--- config.mk ---
export PLATFORM = sky130hd
export DESIGN_NAME = scancode_to_ascii_translator_flat
export DESIGN_NICKNAME = d
export VERILOG_FILES = /design/src/design/sc2a_pkg.sv /design/src/design/sc2a_scan_if.sv /design/src/design/sc2a_char_if.sv /design/src/design/scancode_to_ascii_translator.sv /design/src/design/sc2a_decode.sv /design/src/flat_wrapper.sv
export SDC_FILE = /design/constraint.sdc
export NUM_CORES = 1
export LEC_CHECK = 0
export BUFFER_PORTS_ARGS = -buffer_cell sky130_fd_sc_hd__buf_2
export CAP_MARGIN = 20
export CORE_ASPECT_RATIO = 0.9
export CORE_UTILIZATION = 55
export CTS_CLUSTER_SIZE = 24
export DETAILED_ROUTE_END_ITERATION = 8
export HOLD_SLACK_MARGIN = 0.05
export PLACE_DENSITY_LB_ADDON = 0.12
export SLEW_MARGIN = 20
export SYNTH_ARGS = -nofsm -noshare
export SYNTH_HDL_FRONTEND = slang
export SYNTH_SLANG_ARGS = --single-unit
--- constraint.sdc ---
create_clock -name clk -period 3.8 [get_ports clk]
set_input_delay 0 -clock clk [delete_from_list [all_inputs] [get_ports clk]]
set_output_delay 0 -clock clk [all_outputs]
set_load 0.02 [all_outputs]
--- src/design/sc2a_pkg.sv ---
`default_nettype none

package sc2a_pkg;

    // Number of make codes covered by the lookup tables.
    localparam int unsigned TableKeysDefault = 89;

    // Bit of a scancode that marks a key release.
    localparam int unsigned ReleaseBit = 7;

    // Make codes with a special meaning.
    localparam logic [7:0] CODE_CTRL   = 8'h1D;
    localparam logic [7:0] CODE_LSHIFT = 8'h2A;
    localparam logic [7:0] CODE_RSHIFT = 8'h36;
    localparam logic [7:0] CODE_CAPS   = 8'h3A;
    localparam logic [7:0] CODE_R      = 8'h13;

    // Character codes given for the left and right arrow keys.
    localparam logic [7:0] ARROW_LEFT  = 8'(8'h4B * 2);
    localparam logic [7:0] ARROW_RIGHT = 8'(8'h4D * 2);

    typedef struct packed {
        logic shift_held;
        logic control_held;
        logic caps_active;
    } flags_t;

    typedef struct packed {
        logic [7:0] char_code;
        logic       dump_request;
    } result_t;

    // Character for a make code with neither shift nor caps lock in effect.
    function automatic logic [7:0] plain_map(input logic [6:0] idx);
        logic [7:0] ch;
        case (idx)
            7'd2:    ch = 8'h31;
            7'd3:    ch = 8'h32;
            7'd4:    ch = 8'h33;
            7'd5:    ch = 8'h34;
            7'd6:    ch = 8'h35;
            7'd7:    ch = 8'h36;
            7'd8:    ch = 8'h37;
            7'd9:    ch = 8'h38;
            7'd10:   ch = 8'h39;
            7'd11:   ch = 8'h30;
            7'd12:   ch = 8'h2D;
            7'd13:   ch = 8'h3D;
            7'd14:   ch = 8'h08;
            7'd15:   ch = 8'h09;
            7'd16:   ch = 8'h71;
            7'd17:   ch = 8'h77;
            7'd18:   ch = 8'h65;
            7'd19:   ch = 8'h72;
            7'd20:   ch = 8'h74;
            7'd21:   ch = 8'h79;
            7'd22:   ch = 8'h75;
            7'd23:   ch = 8'h69;
            7'd24:   ch = 8'h6F;
            7'd25:   ch = 8'h70;
            7'd26:   ch = 8'h5B;
            7'd27:   ch = 8'h5D;
            7'd28:   ch = 8'h0A;
            7'd30:   ch = 8'h61;
            7'd31:   ch = 8'h73;
            7'd32:   ch = 8'h64;
            7'd33:   ch = 8'h66;
            7'd34:   ch = 8'h67;
            7'd35:   ch = 8'h68;
            7'd36:   ch = 8'h6A;
            7'd37:   ch = 8'h6B;
            7'd38:   ch = 8'h6C;
            7'd39:   ch = 8'h3B;
            7'd40:   ch = 8'h27;
            7'd41:   ch = 8'h60;
            7'd43:   ch = 8'h5C;
            7'd44:   ch = 8'h7A;
            7'd45:   ch = 8'h78;
            7'd46:   ch = 8'h63;
            7'd47:   ch = 8'h76;
            7'd48:   ch = 8'h62;
            7'd49:   ch = 8'h6E;
            7'd50:   ch = 8'h6D;
            7'd51:   ch = 8'h2C;
            7'd52:   ch = 8'h2E;
            7'd53:   ch = 8'h2F;
            7'd55:   ch = 8'h2A;
            7'd57:   ch = 8'h20;
            7'd75:   ch = ARROW_LEFT;
            7'd77:   ch = ARROW_RIGHT;
            7'd85:   ch = 8'h2B;
            7'd86:   ch = 8'h2B;
            default: ch = 8'h00;
        endcase
        return ch;
    endfunction

    // Character for a make code with shift or caps lock in effect.
    function automatic logic [7:0] upper_map(input logic [6:0] idx);
        logic [7:0] ch;
        case (idx)
            7'd2:    ch = 8'h21;
            7'd3:    ch = 8'h40;
            7'd4:    ch = 8'h23;
            7'd5:    ch = 8'h24;
            7'd6:    ch = 8'h25;
            7'd7:    ch = 8'h5E;
            7'd8:    ch = 8'h26;
            7'd9:    ch = 8'h2A;
            7'd10:   ch = 8'h28;
            7'd11:   ch = 8'h29;
            7'd12:   ch = 8'h5F;
            7'd13:   ch = 8'h2B;
            7'd14:   ch = 8'h08;
            7'd15:   ch = 8'h09;
            7'd16:   ch = 8'h51;
            7'd17:   ch = 8'h57;
            7'd18:   ch = 8'h45;
            7'd19:   ch = 8'h52;
            7'd20:   ch = 8'h54;
            7'd21:   ch = 8'h59;
            7'd22:   ch = 8'h55;
            7'd23:   ch = 8'h49;
            7'd24:   ch = 8'h4F;
            7'd25:   ch = 8'h50;
            7'd26:   ch = 8'h7B;
            7'd27:   ch = 8'h7D;
            7'd28:   ch = 8'h0A;
            7'd30:   ch = 8'h41;
            7'd31:   ch = 8'h53;
            7'd32:   ch = 8'h44;
            7'd33:   ch = 8'h46;
            7'd34:   ch = 8'h47;
            7'd35:   ch = 8'h48;
            7'd36:   ch = 8'h4A;
            7'd37:   ch = 8'h4B;
            7'd38:   ch = 8'h4C;
            7'd39:   ch = 8'h3A;
            7'd40:   ch = 8'h22;
            7'd41:   ch = 8'h7E;
            7'd43:   ch = 8'h7C;
            7'd44:   ch = 8'h5A;
            7'd45:   ch = 8'h58;
            7'd46:   ch = 8'h43;
            7'd47:   ch = 8'h56;
            7'd48:   ch = 8'h42;
            7'd49:   ch = 8'h4E;
            7'd50:   ch = 8'h4D;
            7'd51:   ch = 8'h3C;
            7'd52:   ch = 8'h3E;
            7'd53:   ch = 8'h3F;
            7'd55:   ch = 8'h2A;
            7'd57:   ch = 8'h20;
            7'd75:   ch = ARROW_LEFT;
            7'd77:   ch = ARROW_RIGHT;
            7'd85:   ch = 8'h2A;
            7'd86:   ch = 8'h2A;
            default: ch = 8'h00;
        endcase
        return ch;
    endfunction

endpackage

`default_nettype wire

--- src/design/sc2a_scan_if.sv ---
`default_nettype none

interface sc2a_scan_if;
    logic       valid;
    logic       ready;
    logic [7:0] scancode;

    modport source (output valid, output scancode, input ready);
    modport sink (input valid, input scancode, output ready);
endinterface

`default_nettype wire

--- src/design/sc2a_char_if.sv ---
`default_nettype none

interface sc2a_char_if;
    logic       valid;
    logic       ready;
    logic [7:0] char_code;
    logic       dump_request;

    modport source (output valid, output char_code, output dump_request, input ready);
    modport sink (input valid, input char_code, input dump_request, output ready);
endinterface

`default_nettype wire

--- src/design/scancode_to_ascii_translator.sv ---
`default_nettype none

// Set-1 keyboard scancode to character translator. Each beat on keys carries one raw
// scancode byte and produces exactly one beat on chars with an 8-bit character code and
// a dump_request bit. Shift, control and caps lock state is tracked internally and
// cleared by reset. Key releases, modifier presses, unmapped keys and make codes at or
// beyond TABLE_KEYS give character code 0; control together with R gives 0 and raises
// dump_request. The left and right arrows give 150 and 154. The block takes one beat
// per clock cycle while it does not stall: the scancode is captured in an input
// register, then translated by a table lookup while the modifier flags update, and the
// character is held in a result register until the sink takes it. The input register
// keeps accepting while a finished result waits, and stalls only when both registers
// are full and the sink does not take the result.
module scancode_to_ascii_translator
    import sc2a_pkg::*;
#(
    parameter int unsigned TABLE_KEYS = TableKeysDefault
)
(
    input  wire logic clk,
    input  wire logic rst_n,
    sc2a_scan_if.sink keys,
    sc2a_char_if.source chars
);

    // Input stage.
    logic       in_valid_reg;
    logic [7:0] code_reg;

    // Result stage.
    logic       out_valid_reg;
    result_t    out_reg;

    result_t    decoded;
    logic       advance;
    logic       take;

    // A full input stage advances whenever the result register is empty or drained.
    assign advance = in_valid_reg & (~out_valid_reg | chars.ready);
    assign take    = keys.valid & keys.ready;

    assign keys.ready = ~in_valid_reg | advance;

    sc2a_decode #(
        .TABLE_KEYS(TABLE_KEYS)
    ) u_decode (
        .clk   (clk),
        .rst_n (rst_n),
        .step  (advance),
        .code  (code_reg),
        .result(decoded)
    );

    always_ff @(posedge clk or negedge rst_n)
    begin
        if (!rst_n)
        begin
            in_valid_reg <= 1'b0;
        end
        else if (take)
        begin
            in_valid_reg <= 1'b1;
        end
        else if (advance)
        begin
            in_valid_reg <= 1'b0;
        end
    end

    always_ff @(posedge clk)
    begin
        if (take)
        begin
            code_reg <= keys.scancode;
        end
    end

    always_ff @(posedge clk or negedge rst_n)
    begin
        if (!rst_n)
        begin
            out_valid_reg <= 1'b0;
        end
        else if (advance)
        begin
            out_valid_reg <= 1'b1;
        end
        else if (chars.ready)
        begin
            out_valid_reg <= 1'b0;
        end
    end

    always_ff @(posedge clk)
    begin
        if (advance)
        begin
            out_reg <= decoded;
        end
    end

    assign chars.valid        = out_valid_reg;
    assign chars.char_code    = out_reg.char_code;
    assign chars.dump_request = out_reg.dump_request;

`ifndef SYNTHESIS
    // A register dump request never comes with a printable character.
    assert property (@(posedge clk) disable iff (!rst_n)
        chars.valid && chars.dump_request |-> chars.char_code == 8'h00)
    else $error("dump_request beat carries a nonzero character");

    // An empty input stage must always be able to take a beat.
    assert property (@(posedge clk) disable iff (!rst_n)
        !in_valid_reg |-> keys.ready)
    else $error("input stage empty but not ready");

    // A release code moving into the result register gives character 0.
    assert property (@(posedge clk) disable iff (!rst_n)
        advance && code_reg[ReleaseBit] |=> out_reg.char_code == 8'h00)
    else $error("key release produced a nonzero character");

    // A held input stage keeps its scancode while the result side stalls.
    assert property (@(posedge clk) disable iff (!rst_n)
        in_valid_reg && !advance |=> in_valid_reg && $stable(code_reg))
    else $error("stalled scancode lost or changed");
`endif

endmodule

`default_nettype wire

--- src/design/sc2a_decode.sv ---
`default_nettype none

// Holds the modifier flags and translates one scancode; the flags advance on step.
module sc2a_decode
    import sc2a_pkg::*;
#(
    parameter int unsigned TABLE_KEYS = TableKeysDefault
)
(
    input  wire logic       clk,
    input  wire logic       rst_n,
    input  wire logic       step,
    input  wire logic [7:0] code,
    output result_t         result
);

    localparam logic [7:0] KeyLimit = 8'(TABLE_KEYS);

    flags_t     flags_reg;
    flags_t     flags_next;
    logic [7:0] base;
    logic       shifted;

    assign base    = {1'b0, code[6:0]};
    assign shifted = flags_reg.caps_active | flags_reg.shift_held;

    always_comb
    begin
        flags_next          = flags_reg;
        result.char_code    = 8'h00;
        result.dump_request = 1'b0;
        if (code[ReleaseBit])
        begin
            if (base inside {CODE_LSHIFT, CODE_RSHIFT})
            begin
                flags_next.shift_held = 1'b0;
            end
            else if (base == CODE_CTRL)
            begin
                flags_next.control_held = 1'b0;
            end
        end
        else if (code == CODE_R && flags_reg.control_held)
        begin
            result.dump_request = 1'b1;
        end
        else if (code == CODE_CTRL)
        begin
            flags_next.control_held = 1'b1;
        end
        else if (code == CODE_CAPS)
        begin
            flags_next.caps_active = ~flags_reg.caps_active;
        end
        else if (code inside {CODE_LSHIFT, CODE_RSHIFT})
        begin
            flags_next.shift_held = 1'b1;
        end
        else if (code < KeyLimit)
        begin
            result.char_code = shifted ? upper_map(code[6:0]) : plain_map(code[6:0]);
        end
    end

    always_ff @(posedge clk or negedge rst_n)
    begin
        if (!rst_n)
        begin
            flags_reg <= '0;
        end
        else if (step)
        begin
            flags_reg <= flags_next;
        end
    end

endmodule

`default_nettype wire

--- src/flat_wrapper.sv ---
// flat-port wrapper written by rule: the top's interface ports become plain ports
module scancode_to_ascii_translator_flat import sc2a_pkg::*;
#(
    parameter int unsigned TABLE_KEYS = TableKeysDefault
)
  (clk, rst_n, keys_valid, keys_scancode, keys_ready, chars_valid, chars_char_code, chars_dump_request, chars_ready);
  sc2a_scan_if keys_i ();
  sc2a_char_if chars_i ();
  input  wire logic clk;
  input  wire logic rst_n;
  input wire logic [$bits(keys_i.valid)-1:0] keys_valid;
  input wire logic [$bits(keys_i.scancode)-1:0] keys_scancode;
  output wire logic [$bits(keys_i.ready)-1:0] keys_ready;
  output wire logic [$bits(chars_i.valid)-1:0] chars_valid;
  output wire logic [$bits(chars_i.char_code)-1:0] chars_char_code;
  output wire logic [$bits(chars_i.dump_request)-1:0] chars_dump_request;
  input wire logic [$bits(chars_i.ready)-1:0] chars_ready;
  assign keys_i.valid = keys_valid;
  assign keys_i.scancode = keys_scancode;
  assign keys_ready = keys_i.ready;
  assign chars_valid = chars_i.valid;
  assign chars_char_code = chars_i.char_code;
  assign chars_dump_request = chars_i.dump_request;
  assign chars_i.ready = chars_ready;
  scancode_to_ascii_translator #(.TABLE_KEYS(TABLE_KEYS)) u_core (.clk(clk), .rst_n(rst_n), .keys(keys_i), .chars(chars_i));
endmodule
==> qor.yml <==
cts:
  numCtsBuffers: 5
  clockRootBuffer: "clkbuf_8"
  clkLatencyLatePin_ps: 290
  cts_buffer_depth: 2
  tritoncts: "done"
  cts.htree.levels: 2
  clkTransAtPathRegs_ps: 70
  cts.sinks: 37
  postCtsSetupBuffers: 0
placed_design:
  io_buffers: 22
  gp_congestion: 0.9863
  dp.cells: 400
  dp_hpwl_mm: 5.311
synth:
  synth_nets: 351
  ys_seq_elements: 37
  synth.top_cell.area_share_pct: 18.27
  ys_warn_count: 0
  synth_area_um2: 2794
  synth.avg_cell_area_um2: 8.492
  async_flop_share_pct: 13.51
  synth_top_area_cell: "edfxtp_1"
  syn_inst: 329
  ys_types: 65
  synthTopCellsByCount: "50 x nand2_1, 29 x a21oi_1, 29 x o21ai_0"
  synth_area_leaders: "edfxtp_1 18%, dfxtp_1 11%, nand2_1 6.7%"
  yosys_most_used_dff: "edfxtp_1"
  synth.most_common_cell: "nand2_1"
  ys_seq_area_share_pct: 33.50
  synth_edf_count: 17
global_routing:
  antenna_found_initial: 0
  grt_max_degree: 38
  gr-usage-met3_pct: 5.263
  grt_pass1_wl_mm: 12.14
  overflow: 0
  grt_use_met2_pct: 41.40
  grt-busiest-layer: "met1"
  grt_pass1_vias: 2399
  gr-usage-met1_pct: 42.89
  gr-usage-all-layers_pct: 29.10
floorplan:
  fp.dieH_um: 69.62
  die_area_um2: 5369
  pin_count: 23
  start_util_pct: 57.43
  core-area_um2: 4865
  dieWidth_um: 77.13
  rows: 24
timing:
  hold-worst-slack_ps: 62.51
  finClkSkew_ps: 5.929
  max_freq_mhz: 309.1
  hold_viol_final: 0
  finalCritPeriodShare_pct: 85.13
  slew_violations: 0
  fin_tns_setup_ps: 0
  setup_viol: 0
  final.min_clock_period_ps: 3235
  tightest_slew_ps: 924.4
  relSlewSlack_pct: 38.10
  rsz0062_at_grt: "no"
layout:
  area_growth_pct: 10.52
  fin_cells: 418
  drive_above_1_share_pct: 14.73
  antenna_cells: 0
  layout.nets: 374
worst_setup_path:
  worst-path-max-fanout: 14
  worst_ep_required_time_ps: 3970
  endpoint_kind: "flop"
  start_kind: "flop"
  startpoint: "u_core.chars.valid"
  criticalPathCategory: "flop to flop"
  cp.arrival_ps: 3410
  r2r_start: "u_core.chars.valid"
routing:
  ant_nets: 0
  drt_pass1_iterations: 6
  wire_per_inst_um: 18.09
  drt_iter0_markers: 310
  viasPerCell: 6.522
  drc_errors: 0
  routed_wirelength_mm: 7.561
  vias: 2726
pwr:
  p_per_area_nw_per_um2: 385.9
  max-vdd-ir-drop_v: 0.0002093
  p_leak_nw: 1.159
worst_hold_path:
  min_path_type: "input port to asynchronous set/reset pin"
outcome:
  status: "completed"
job:
  maxCapViolations: 0
==> cell families (layout without fill, tap and decap cells) <==
kind of cell / Yosys count / after routing / share of synthesized area [%]
AO/OA/AOI/OAI: 118 / 118 / 29.87
XOR/XNOR: 3 / 3 / 0.9406
adder cells (fa/ha/maj): 10 / 10 / 4.478
buffers and inverters: 31 / 55 / 5.956
flip-flops: 37 / 37 / 33.50
multiplexers: 6 / 6 / 2.866
AND/OR/NAND/NOR: 124 / 124 / 22.39
==> repair_timing <==
item / CTS / global route
gates resized for setup: 0 / 0
endpoints found under the hold margin: 14 / 0
hold buffers: 10 / 0
setup endpoints to repair: 0 / 0
==> placed cells by master (no fill, tap or decap), drive strengths merged, types with 9 or more instances in the layout <==
cell type,instances
edfxtp,17
nand2b,9
dlygate4sd3,10
a21oi,29
o211ai,9
nor3,15
buf,26
o21ai,30
nor2,22
dfxtp,15
nand2,51
inv,11
ha,10
==> report_power, final <==
part | leakage [nW] | switching [mW] | internal, mW
clock network | 0.0455 | 0.129 | 0.148
registers | 0.353 | 0.0283 | 0.467
logic | 0.760 | 0.270 | 0.149
total | 1.16 | 0.428 | 0.764
==> worst max-delay path, stage by stage, from the launching register on <==
cell,delay (ps)
dfrtp_1,430
and3b_1,550
inv_6,120
nand2_8,120
inv_4,90
o22ai_4,340
inv_2,210
ha_1,250
inv_1,130
nor2_1,70
a211o_1,270
a21o_1,180
a221o_1,340
==> path summary, 6_finish.rpt <==
path                                                endpoint  slack [ps]  cells past startpoint
worst min-delay path                      u_core.chars.valid          60                      2
max in group asynchronous       u_core.u_decode.flags_reg[2]        3590                      2
worst max-delay path                                    flop         570                     12
worst max register to register                          flop         570                     12
min in group clk                         u_core.in_valid_reg         220                      3
worst min register to register  u_core.u_decode.flags_reg[1]         490                      2
==> through the flow <==
step	util (%)	power [mW]	area, µm²	worst slack [ps]
6_report	63.48	1.192	3088	565.1
3_3_place_gp	59.57	0.9032	2898	734.9
5_1_grt	63.48	1.252	3088	380.7
2_1_floorplan	-	0.8037	2794	892.2
3_5_place_dp	59.57	0.8976	2898	638.7
4_1_cts	63.48	1.183	3088	617.1
==> final cells by class <==
type / instances / area [µm²]
clock buffer: 8 / 90.09
tap: 65 / 81.33
timing repair buffer: 36 / 240.2
multi-input combinational: 261 / 1692
inverter: 11 / 48.80
fill: 436 / 1777
sequential: 37 / 935.9
==> metal layers <==
layer / share of wire (%) / up-vias
met4: 2.5 / 0
li1: - / 1286
met1: 44 / 1237
met2: 43 / 183
met3: 11 / 20
met5: 0 / -
Note: power is estimated with default switching activity, not from simulation.
